<file path="src/hw/rtl/rtte_pkg.sv">
package rtte_pkg;

  typedef enum logic [1:0] {
    ModeNone   = 2'd0,
    ModeLinear = 2'd1,
    ModeExp    = 2'd2
  } backoff_mode_e;

  typedef enum logic [1:0] {
    RegBackoffMode = 2'd0,
    RegClampLow    = 2'd1,
    RegClampHigh   = 2'd2
  } cfg_reg_e;

  localparam int unsigned TicksW = 16;
  localparam int unsigned RetryW = 5;
  localparam int unsigned CfgIdxW = 2;

  localparam backoff_mode_e ModeResetValue = ModeLinear;
  localparam logic [TicksW-1:0] ClampLowReset  = 16'd10;
  localparam logic [TicksW-1:0] ClampHighReset = 16'd300;
  localparam logic [TicksW-1:0] RttResetValue  = 16'd10;
  localparam logic [TicksW-1:0] TicksMax       = 16'hFFFF;

  // The weighted sum 9*rtt + cur stays below 2^20; ceil(2^24/10) divides it
  // exactly by ten after a shift by 24.
  localparam int unsigned SumW      = 20;
  localparam int unsigned DivShift  = 24;
  localparam int unsigned DivMultW  = 21;
  localparam logic [DivMultW-1:0] DivTenMult = 21'd1677722;

  typedef struct packed {
    backoff_mode_e     mode;
    logic [TicksW-1:0] clamp_low;
    logic [TicksW-1:0] clamp_high;
  } cfg_t;

  typedef struct packed {
    logic              func;
    logic [RetryW-1:0] retry_count;
    logic [TicksW-1:0] timeout_current;
    logic [TicksW-1:0] timeout_remaining;
  } req_t;

endpackage

</file>
<file path="src/hw/rtl/rtte_calc.sv">
module rtte_calc (
  input  rtte_pkg::cfg_t                   cfg_i,
  input  rtte_pkg::req_t                   req_i,
  input  logic [rtte_pkg::TicksW-1:0]      rtt_i,
  output logic [rtte_pkg::TicksW-1:0]      timeout_value_o,
  output logic [rtte_pkg::TicksW-1:0]      rtt_next_o
);
  import rtte_pkg::*;

  logic [SumW-1:0]             pos_sum;
  logic signed [SumW:0]        sum;
  logic [SumW+DivMultW-1:0]    div_prod;
  logic [TicksW-1:0]           avg;
  logic [TicksW-1:0]           est;
  logic                        est_below;
  logic [TicksW-1:0]           est_low;
  logic [6:0]                  factor;
  logic [TicksW+6:0]           tmo_prod;

  always_comb begin
    pos_sum  = {1'b0, rtt_i, 3'b000} + {4'b0, rtt_i} + {4'b0, req_i.timeout_current};
    sum      = $signed({1'b0, pos_sum}) - $signed({5'b0, req_i.timeout_remaining});
    div_prod = sum[SumW-1:0] * DivTenMult;
    avg      = div_prod[DivShift +: TicksW];

    est       = rtt_i;
    est_below = 1'b0;
    case (cfg_i.mode)
      ModeNone: begin
        est = {1'b0, req_i.timeout_current[TicksW-1:1]};
      end
      ModeLinear, ModeExp: begin
        if (req_i.timeout_remaining != '0 && req_i.retry_count == '0) begin
          // A negative sum lands at or below zero, so it always takes the low bound.
          est       = avg;
          est_below = sum[SumW];
        end
      end
      default: begin
        est = rtt_i;
      end
    endcase

    est_low = (est_below || est < cfg_i.clamp_low) ? cfg_i.clamp_low : est;

    factor = 7'd2;
    case (cfg_i.mode)
      ModeLinear: factor = {1'b0, req_i.retry_count, 1'b0} + 7'd2;
      ModeExp: begin
        if (req_i.retry_count == 5'd0) begin
          factor = 7'd2;
        end else if (req_i.retry_count == 5'd1) begin
          factor = 7'd4;
        end else begin
          factor = 7'd8;
        end
      end
      default: factor = 7'd2;
    endcase
    tmo_prod = factor * rtt_i;

    if (req_i.func) begin
      rtt_next_o      = rtt_i;
      timeout_value_o = (tmo_prod[TicksW+6:TicksW] != '0) ? TicksMax
                                                           : tmo_prod[TicksW-1:0];
    end else begin
      rtt_next_o      = (est_low > cfg_i.clamp_high) ? cfg_i.clamp_high : est_low;
      timeout_value_o = '0;
    end
  end

endmodule

</file>
<file path="src/hw/rtl/retransmit_timer_rtt_estimator_unit.sv">
// Each input transfer is captured in the input register and then moves to the result
// register, where it is held while the output is stalled.
// Throughput: one item per cycle unless the output stalls; the estimate register is read
// and rewritten in the same cycle, so consecutive updates chain without a bubble.
// Reset: pipeline empty, backoff mode 1, bounds 10 and 300, estimate 10.
module retransmit_timer_rtt_estimator_unit (
  input  logic                                clk_i,
  input  logic                                rst_ni,
  input  logic                                cfg_we_i,
  input  logic [rtte_pkg::CfgIdxW-1:0]        cfg_idx_i,
  input  logic [rtte_pkg::TicksW-1:0]         cfg_wdata_i,
  input  logic                                in_valid_i,
  output logic                                in_stall_o,
  input  logic                                func_i,
  input  logic [rtte_pkg::RetryW-1:0]         retry_count_i,
  input  logic [rtte_pkg::TicksW-1:0]         timeout_current_i,
  input  logic [rtte_pkg::TicksW-1:0]         timeout_remaining_i,
  output logic                                out_valid_o,
  input  logic                                out_stall_i,
  output logic [rtte_pkg::TicksW-1:0]         timeout_value_o,
  output logic [rtte_pkg::TicksW-1:0]         rtt_value_o
);
  import rtte_pkg::*;

  cfg_t              cfg_q;
  req_t              req_q;
  logic              in_vld_q;
  logic              out_vld_q;
  logic [TicksW-1:0] rtt_q;
  logic [TicksW-1:0] tmo_q;
  logic [TicksW-1:0] rtt_out_q;
  logic [TicksW-1:0] tmo_d;
  logic [TicksW-1:0] rtt_d;
  logic              out_free;
  logic              advance;
  logic              in_xfer;

  assign out_free   = !out_vld_q || !out_stall_i;
  assign advance    = in_vld_q && out_free;
  assign in_stall_o = in_vld_q && !out_free;
  assign in_xfer    = in_valid_i && !in_stall_o;

  always_ff @(posedge clk_i or negedge rst_ni) begin
    if (!rst_ni) begin
      cfg_q.mode       <= ModeResetValue;
      cfg_q.clamp_low  <= ClampLowReset;
      cfg_q.clamp_high <= ClampHighReset;
    end else if (cfg_we_i) begin
      case (cfg_idx_i)
        RegBackoffMode: cfg_q.mode       <= backoff_mode_e'(cfg_wdata_i[1:0]);
        RegClampLow:    cfg_q.clamp_low  <= cfg_wdata_i;
        RegClampHigh:   cfg_q.clamp_high <= cfg_wdata_i;
        default: ;
      endcase
    end
  end

  always_ff @(posedge clk_i or negedge rst_ni) begin
    if (!rst_ni) begin
      in_vld_q  <= 1'b0;
      out_vld_q <= 1'b0;
      rtt_q     <= RttResetValue;
    end else begin
      if (!in_vld_q || out_free) begin
        in_vld_q <= in_valid_i;
      end
      if (out_free) begin
        out_vld_q <= in_vld_q;
      end
      if (advance) begin
        rtt_q <= rtt_d;
      end
    end
  end

  always_ff @(posedge clk_i) begin
    if (in_xfer) begin
      req_q.func              <= func_i;
      req_q.retry_count       <= retry_count_i;
      req_q.timeout_current   <= timeout_current_i;
      req_q.timeout_remaining <= timeout_remaining_i;
    end
    if (advance) begin
      tmo_q     <= tmo_d;
      rtt_out_q <= rtt_d;
    end
  end

  rtte_calc u_calc (
    .cfg_i           (cfg_q),
    .req_i           (req_q),
    .rtt_i           (rtt_q),
    .timeout_value_o (tmo_d),
    .rtt_next_o      (rtt_d)
  );

  assign out_valid_o     = out_vld_q;
  assign timeout_value_o = tmo_q;
  assign rtt_value_o     = rtt_out_q;

endmodule

</file>
<file path="config.mk">
export PLATFORM = sky130hd
export DESIGN_NAME = retransmit_timer_rtt_estimator_unit
export DESIGN_NICKNAME = d
export VERILOG_FILES = /design/src/hw/rtl/rtte_pkg.sv /design/src/hw/rtl/rtte_calc.sv /design/src/hw/rtl/retransmit_timer_rtt_estimator_unit.sv
export SDC_FILE = /design/constraint.sdc
export NUM_CORES = 1
export LEC_CHECK = 0
export ABC_AREA = 0
export BUFFER_PORTS_ARGS = -buffer_cell sky130_fd_sc_hd__clkbuf_2
export CORE_UTILIZATION = 30
export DETAILED_ROUTE_END_ITERATION = 8
export SLEW_MARGIN = 5
export SYNTH_ARGS = -nofsm -noshare
export SYNTH_HDL_FRONTEND = slang
export SYNTH_SLANG_ARGS = --single-unit
</file>
<file path="constraint.sdc">
create_clock -name clk_i -period 15.9 [get_ports clk_i]
set_clock_uncertainty 0.05 [all_clocks]
set_input_delay 0.795 -clock clk_i [delete_from_list [all_inputs] [get_ports clk_i]]
set_output_delay 0.795 -clock clk_i [all_outputs]
set_load 0.1 [all_outputs]
</file>
# After elaboration in Yosys (flattened, before gate mapping)
# Index checks and enable logic that the tools add are counted.
# totals
ff_bits	122
inputBits	61
output_inout_bits	34
# classes
add_sub_neg	4
n_mul	2
order_cmp	2
eq_ne	5
muxes	11
reduce_logical	21
# op_table
op	count
16-bit two-way mux	5
20-bit by 20-bit multiplier with 39-bit output, second input constant	1
16-bit one-hot mux with 2 select lines	1
7-bit by 16-bit multiplier with 23-bit output	1
20-bit by 16-bit subtractor with 21-bit output	1
19-bit by 16-bit adder with 20-bit output	1
20-bit by 16-bit adder with 20-bit output	1
16-bit > comparator	1
16-bit less-than comparator	1
16-bit nonzero test	1
7-bit one-hot mux with 2 select lines	1
6-bit by 2-bit adder with 7-bit output, second input constant	1
7-bit two-way mux	1
7-bit nonzero test	1
2-bit AND reduction	3
5-bit by 1-bit == test with 1-bit output, second input constant	1
1-bit zero test	5
5-bit zero test	1
2-bit by 1-bit == test with 1-bit output, second input constant	2
2-bit == test, second input constant	2
1-bit logical AND	4
2-bit zero test	2
4-bit two-way mux	1
1-bit logical OR	3
other kinds (2)	3

# Longest topological paths before layout
# depth
depth_word	12
depth_mapped	61
ltp_nobuf	58

# Hierarchy
# A second synthesis with hierarchy kept.
# hier_totals
hier_cells	1824
area_unflattened_um2	18231.2
# modules_own_cells
mod	n_inst	cells_per_inst	area_per_inst_um2	seq_area_each_um2
rtte_calc	1	1640	14049.7	0.0
retransmit_timer_rtt_estimator_unit	1	184	4181.5	3414.5

# Least setup slack after synthesis
# OpenSTA, ideal clock, no wires.
# synth_timing
path_type	register -> register
start	register rtt_q[1]
end	register rtt_out_q[1], in the netlist rtt_value_o[1] (data pin)
setup_ps	260
arrival_ps	12452
t_required_ps	15590
slack_ps	3138
path_stages_with_launch	51
path_buffers	2
period_less_slack_ps	12762
cell_sequence	dfstp_2 fa_1 ha_1 ha_1 inv_1 fa_1 nor2b_1 o211ai_1 a311oi_1 o31a_1 o21a_1 o21a_1 o21ai_0 a21oi_1 nor3_1 or3_1 ha_1 fa_1 [15 not listed] a222oi_1 inv_1 ha_1 a21o_1 a21o_1 a211o_1 o21a_1 buf_6 buf_6 mux2_4 ha_1 nand2_1 or3_1 nor3_1 nor2_1 a21oi_2 mux2_2 mux2_2
# synth_via
elab_chain_len	12
word_cells_on_any_way	14
# synth_rtl
element	line	source
from (decl)	retransmit_timer_rtt_estimator_unit.sv:29	logic [TicksW-1:0] rtt_q;
from (signal assigned)	retransmit_timer_rtt_estimator_unit.sv:62	rtt_q <= RttResetValue;
from (signal assigned)	retransmit_timer_rtt_estimator_unit.sv:71	rtt_q <= rtt_d;
19-bit by 16-bit adder with 20-bit output	rtte_calc.sv:21	pos_sum = {1'b0, rtt_i, 3'b000} + {4'b0, rtt_i} + {4'b0, req_i.timeout_current};
20-bit by 16-bit adder with 20-bit output	rtte_calc.sv:21	
20-bit by 16-bit subtractor with 21-bit output	rtte_calc.sv:22	sum = $signed({1'b0, pos_sum}) - $signed({5'b0, req_i.timeout_remaining});
20-bit by 20-bit multiplier with 39-bit output	rtte_calc.sv:23	div_prod = sum[SumW-1:0] * DivTenMult;
16-bit two-way mux	rtte_calc.sv:33	if (req_i.timeout_remaining != '0 && req_i.retry_count == '0) begin
16-bit one-hot mux with 2 select lines	rtte_calc.sv:28	case (cfg_i.mode)
16-bit less-than comparator	rtte_calc.sv:44	est_low = (est_below || est < cfg_i.clamp_low) ? cfg_i.clamp_low : est;
1-bit logical OR	rtte_calc.sv:44	
16-bit two-way mux	rtte_calc.sv:44	
16-bit > comparator	rtte_calc.sv:67	rtt_next_o = (est_low > cfg_i.clamp_high) ? cfg_i.clamp_high : est_low;
16-bit two-way mux	rtte_calc.sv:67	
16-bit two-way mux *	rtte_calc.sv:62	if (req_i.func) begin
via rtt_d[1]	retransmit_timer_rtt_estimator_unit.sv:33	logic [TicksW-1:0] rtt_d;
to (signal assigned)	retransmit_timer_rtt_estimator_unit.sv:85	rtt_out_q <= rtt_d;
to (decl)	retransmit_timer_rtt_estimator_unit.sv:31	logic [TicksW-1:0] rtt_out_q;
# Mark *: on every way through the listed nets, which the timed path passes. The rest lies on a longest branch.
# A chain may end at the register's enable or synchronous reset.

# Worst setup path after layout
# layout_timing
start	register rtt_q[1]
end	register rtt_out_q[7], in the netlist rtt_value_o[7] (data pin)
# layout_via
elab_chain_len	12
word_cells_on_any_way	14
# layout_rtl
element	line
19-bit by 16-bit adder with 20-bit output	rtte_calc.sv:21
20-bit by 16-bit adder with 20-bit output	rtte_calc.sv:21
20-bit by 16-bit subtractor with 21-bit output	rtte_calc.sv:22
20-bit by 20-bit multiplier with 39-bit output	rtte_calc.sv:23
16-bit two-way mux	rtte_calc.sv:33
16-bit one-hot mux with 2 select lines	rtte_calc.sv:28
16-bit less-than comparator	rtte_calc.sv:44
1-bit logical OR	rtte_calc.sv:44
16-bit two-way mux *	rtte_calc.sv:44
16-bit > comparator	rtte_calc.sv:67
16-bit two-way mux *	rtte_calc.sv:67
16-bit two-way mux *	rtte_calc.sv:62
via rtt_d[7]	retransmit_timer_rtt_estimator_unit.sv:33
# Marks and branches as above.

==> impl_metrics.csv <==
group,metric,value,unit
die,core_area,0.0606,sq mm
sta,worstMarginPinSlew,1250,ps
sta,rsz0062_at_grt,"false",
detailed_routing,finalWirelength,51.9,mm
cts,path_clk_slew,60,ps
detailed_routing,drt-initial-drc-count,912,
sta,min_period,15070,ps
cts,cts_tree,"built",
cts,postCtsSetupRepairBufs,0,
global_routing,antenna_found_initial,0,
detailed_routing,vias,13700,
die,dieArea,0.0625,sq mm
synth,yosysTopAreaCell,"fa_1",
final_layout,drive_gt1_frac,0.117,
sta,maxSlewHeadroom,0.168,
detailed_routing,via_per_inst,4.95,
critical_path,cp_slowest_cell,"dfstp_2",
cts,root_buffer,"clkbuf_16",
die,start_util,0.305,
cts,cts.sinks,122,
synth,yosys.area_share.simple,0.0946,
critical_path,endpoint_kind,"flop",
synth,synthXorXnorAreaFrac,0.0228,
global_routing,grt_pass1_wl,82.9,mm
die,ios,95,
cts,hold_buffers,0,
cts,cts-buffers-inserted,17,
global_routing,grt_usage,0.172,
sta,slew_violations,0,
detailed_routing,drt_first_pass_iters,6,
cts,clk_latency,440,ps
status,status,"finished, final reports clean",
global_routing,grt_max_degree,53,
global_routing,grt_pass1_vias,14500,
synth,synth_edf_count,70,
detailed_routing,routedWlPerCell,18.8,um
detailed_routing,drc,0,
synth,synthCells,1878,
cts,clock_path_buffers,2,
cts,cts_resized,0,
critical_path,worstSetupPathType,"reg -> reg",
final_layout,synthToLayoutAreaGrowth,10.7,%
synth,synthMuxAreaShare,0.0417,
final_layout,antenna_cells,0,
synth,ys_warn_count,0,
critical_path,cp.arrival,15210,ps
synth,synth_compound_area_frac,0.112,
synth,synthDistinctLibCells,86,
sta,setup_tns,0,ps
synth,synth_top_area_frac,0.243,
sta,finalCritPeriodShare,0.948,
critical_path,slowest_delay,700,ps
hold_path,hp-class,"in -> async",
synth,postSynth.asyncResetShare,0.426,
synth,netlist_area,0.0185,sq mm
sta,setup_viol,0,
synth,avgSynthCellArea,9.83,sq um
critical_path,critPathRequiredTime,16040,ps
detailed_routing,ant_nets,0,
synth,yosys.area_share.adder,0.447,
global_routing,globalRouteOverflowTotal,0,
placed_design,io_buffers,94,
synth,synth_area_leaders,"fa_1 (24%), ha_1 (20%), edfxtp_1 (11%), inv_1 (8.7%), dfrtp_1 (5.8%)",
placed_design,gp_congestion,0.953,
synth,synth_ff_type,"edfxtp_1",
die,die_h,250,um
critical_path,cp_max_fo,19,
cts,htree_levels,4,
die,rows,90,
critical_path,crit_path_start_kind,"flop",
final_layout,finalNetCount,2555,
sta,fmax,66.3,MHz
synth,syn_nets,2464,
placed_design,hpwlAfterDp,44.5,mm
flow_run,max-cap-violations,0,
synth,ys_seq_area_frac,0.185,
sta,finalHoldViolCount,0,
synth,synth_top_family_by_area,"adder cells",
die,die_width,250,um
synth,synth-seq-cells,122,
registers in the layout, summed over array words and instances, names as in the netlist:
signal           cells
req_q               38
cfg_q               34
rtt_q               16
rtt_value_o         16
timeout_value_o     16
in_vld_q             1
out_valid_o          1
kinds of logic (layout without fill, tap and decap cells):
group,Yosys count,count (layout)
adder cells (fa/ha/maj),525,525
buffers and inverters,467,571
AND/OR/NAND/NOR,348,348
AO/OA/AOI/OAI,301,301
flip-flops,122,122
multiplexers,67,67
XOR/XNOR,48,48
cells in the final DEF, fill, tap and decap left out, types with 21 or more instances in the layout:
cell type / count
xnor2_1: 33
o21a_1: 32
o21ai_0: 43
mux2_2: 51
clkbuf_2: 94
and2_1: 21
nor2_1: 62
nand3_1: 24
inv_1: 427
fa_1: 224
a21o_1: 35
nand2_1: 112
nor3_1: 42
ha_1: 301
dfrtp_1: 43
a21oi_1: 69
edfxtp_1: 70
worst paths after layout:
check                      startpoint        endpoint  slack [ps]  cells past startpoint
max                          rtt_q[1]  rtt_value_o[7]         830                     49
min                            rst_ni       cfg_q[23]         440                      2
max reg2reg                  rtt_q[1]  rtt_value_o[7]         830                     49
min reg2reg                  in_vld_q     out_valid_o         460                      1
max in group asynchronous      rst_ni        rtt_q[4]       14880                      2
min in group clk_i           in_vld_q     out_valid_o         460                      1
metrics by stage:
| step | cells | setup WS, ps | area [sq um] | util | hold slack [ps] |
|---|---|---|---|---|---|
| after detailed placement | 2732 | 692 | 19900 | 0.328 | 433 |
| after floorplan | 1878 | 3140 | 18500 | - | 399 |
| after global placement | 2732 | 867 | 19900 | 0.328 | 416 |
| after CTS | 2764 | 610 | 20400 | 0.337 | 451 |
| final | 2764 | 826 | 20400 | 0.337 | 444 |
| after global routing | 2764 | 48.8 | 20400 | 0.337 | 470 |
worst max-delay path, delay by kind of cell, from the launching register on:
| kind | cells | cell delay (ps) |
|---|---|---|
| xor+xnor | 1 | 170 |
| flops | 1 | 700 |
| compound gates | 14 | 4380 |
| fa+ha+maj | 14 | 5630 |
| simple gates | 11 | 2430 |
| buf+inv | 6 | 360 |
| mux | 3 | 1070 |
metal layers:
metal | GRT usage | share of wire
met4 | 0.0612 | 0.033
met1 | 0.224 | 0.44
met5 | 0 | 0
met2 | 0.288 | 0.48
met3 | 0.0260 | 0.049
cell type report:
type | instances | area (sq um)
flip-flops and latches | 122 | 3410
fillers | 6131 | 40200
well taps | 782 | 978
clock buffers | 21 | 482
clock inverters | 11 | 82.6
multi-input cells | 1289 | 13300
inverters | 428 | 1610
repair buffers | 111 | 598
cells in the mapped netlist (all sizes together), types with 19 or more instances:
cell / n
inv: 427
ha: 301
fa: 224
nand2: 112
a21oi: 72
edfxtp: 70
nor2: 62
mux2: 58
o21ai: 49
nor3: 44
dfrtp: 43
a21o: 36
xnor2: 33
clkbuf: 32
o21a: 32
nand3: 25
and2: 22
nand4: 19
Power is left out: the tool's default activity adds up to more than one toggle a clock period on the data nets, which glitch-free logic cannot reach.
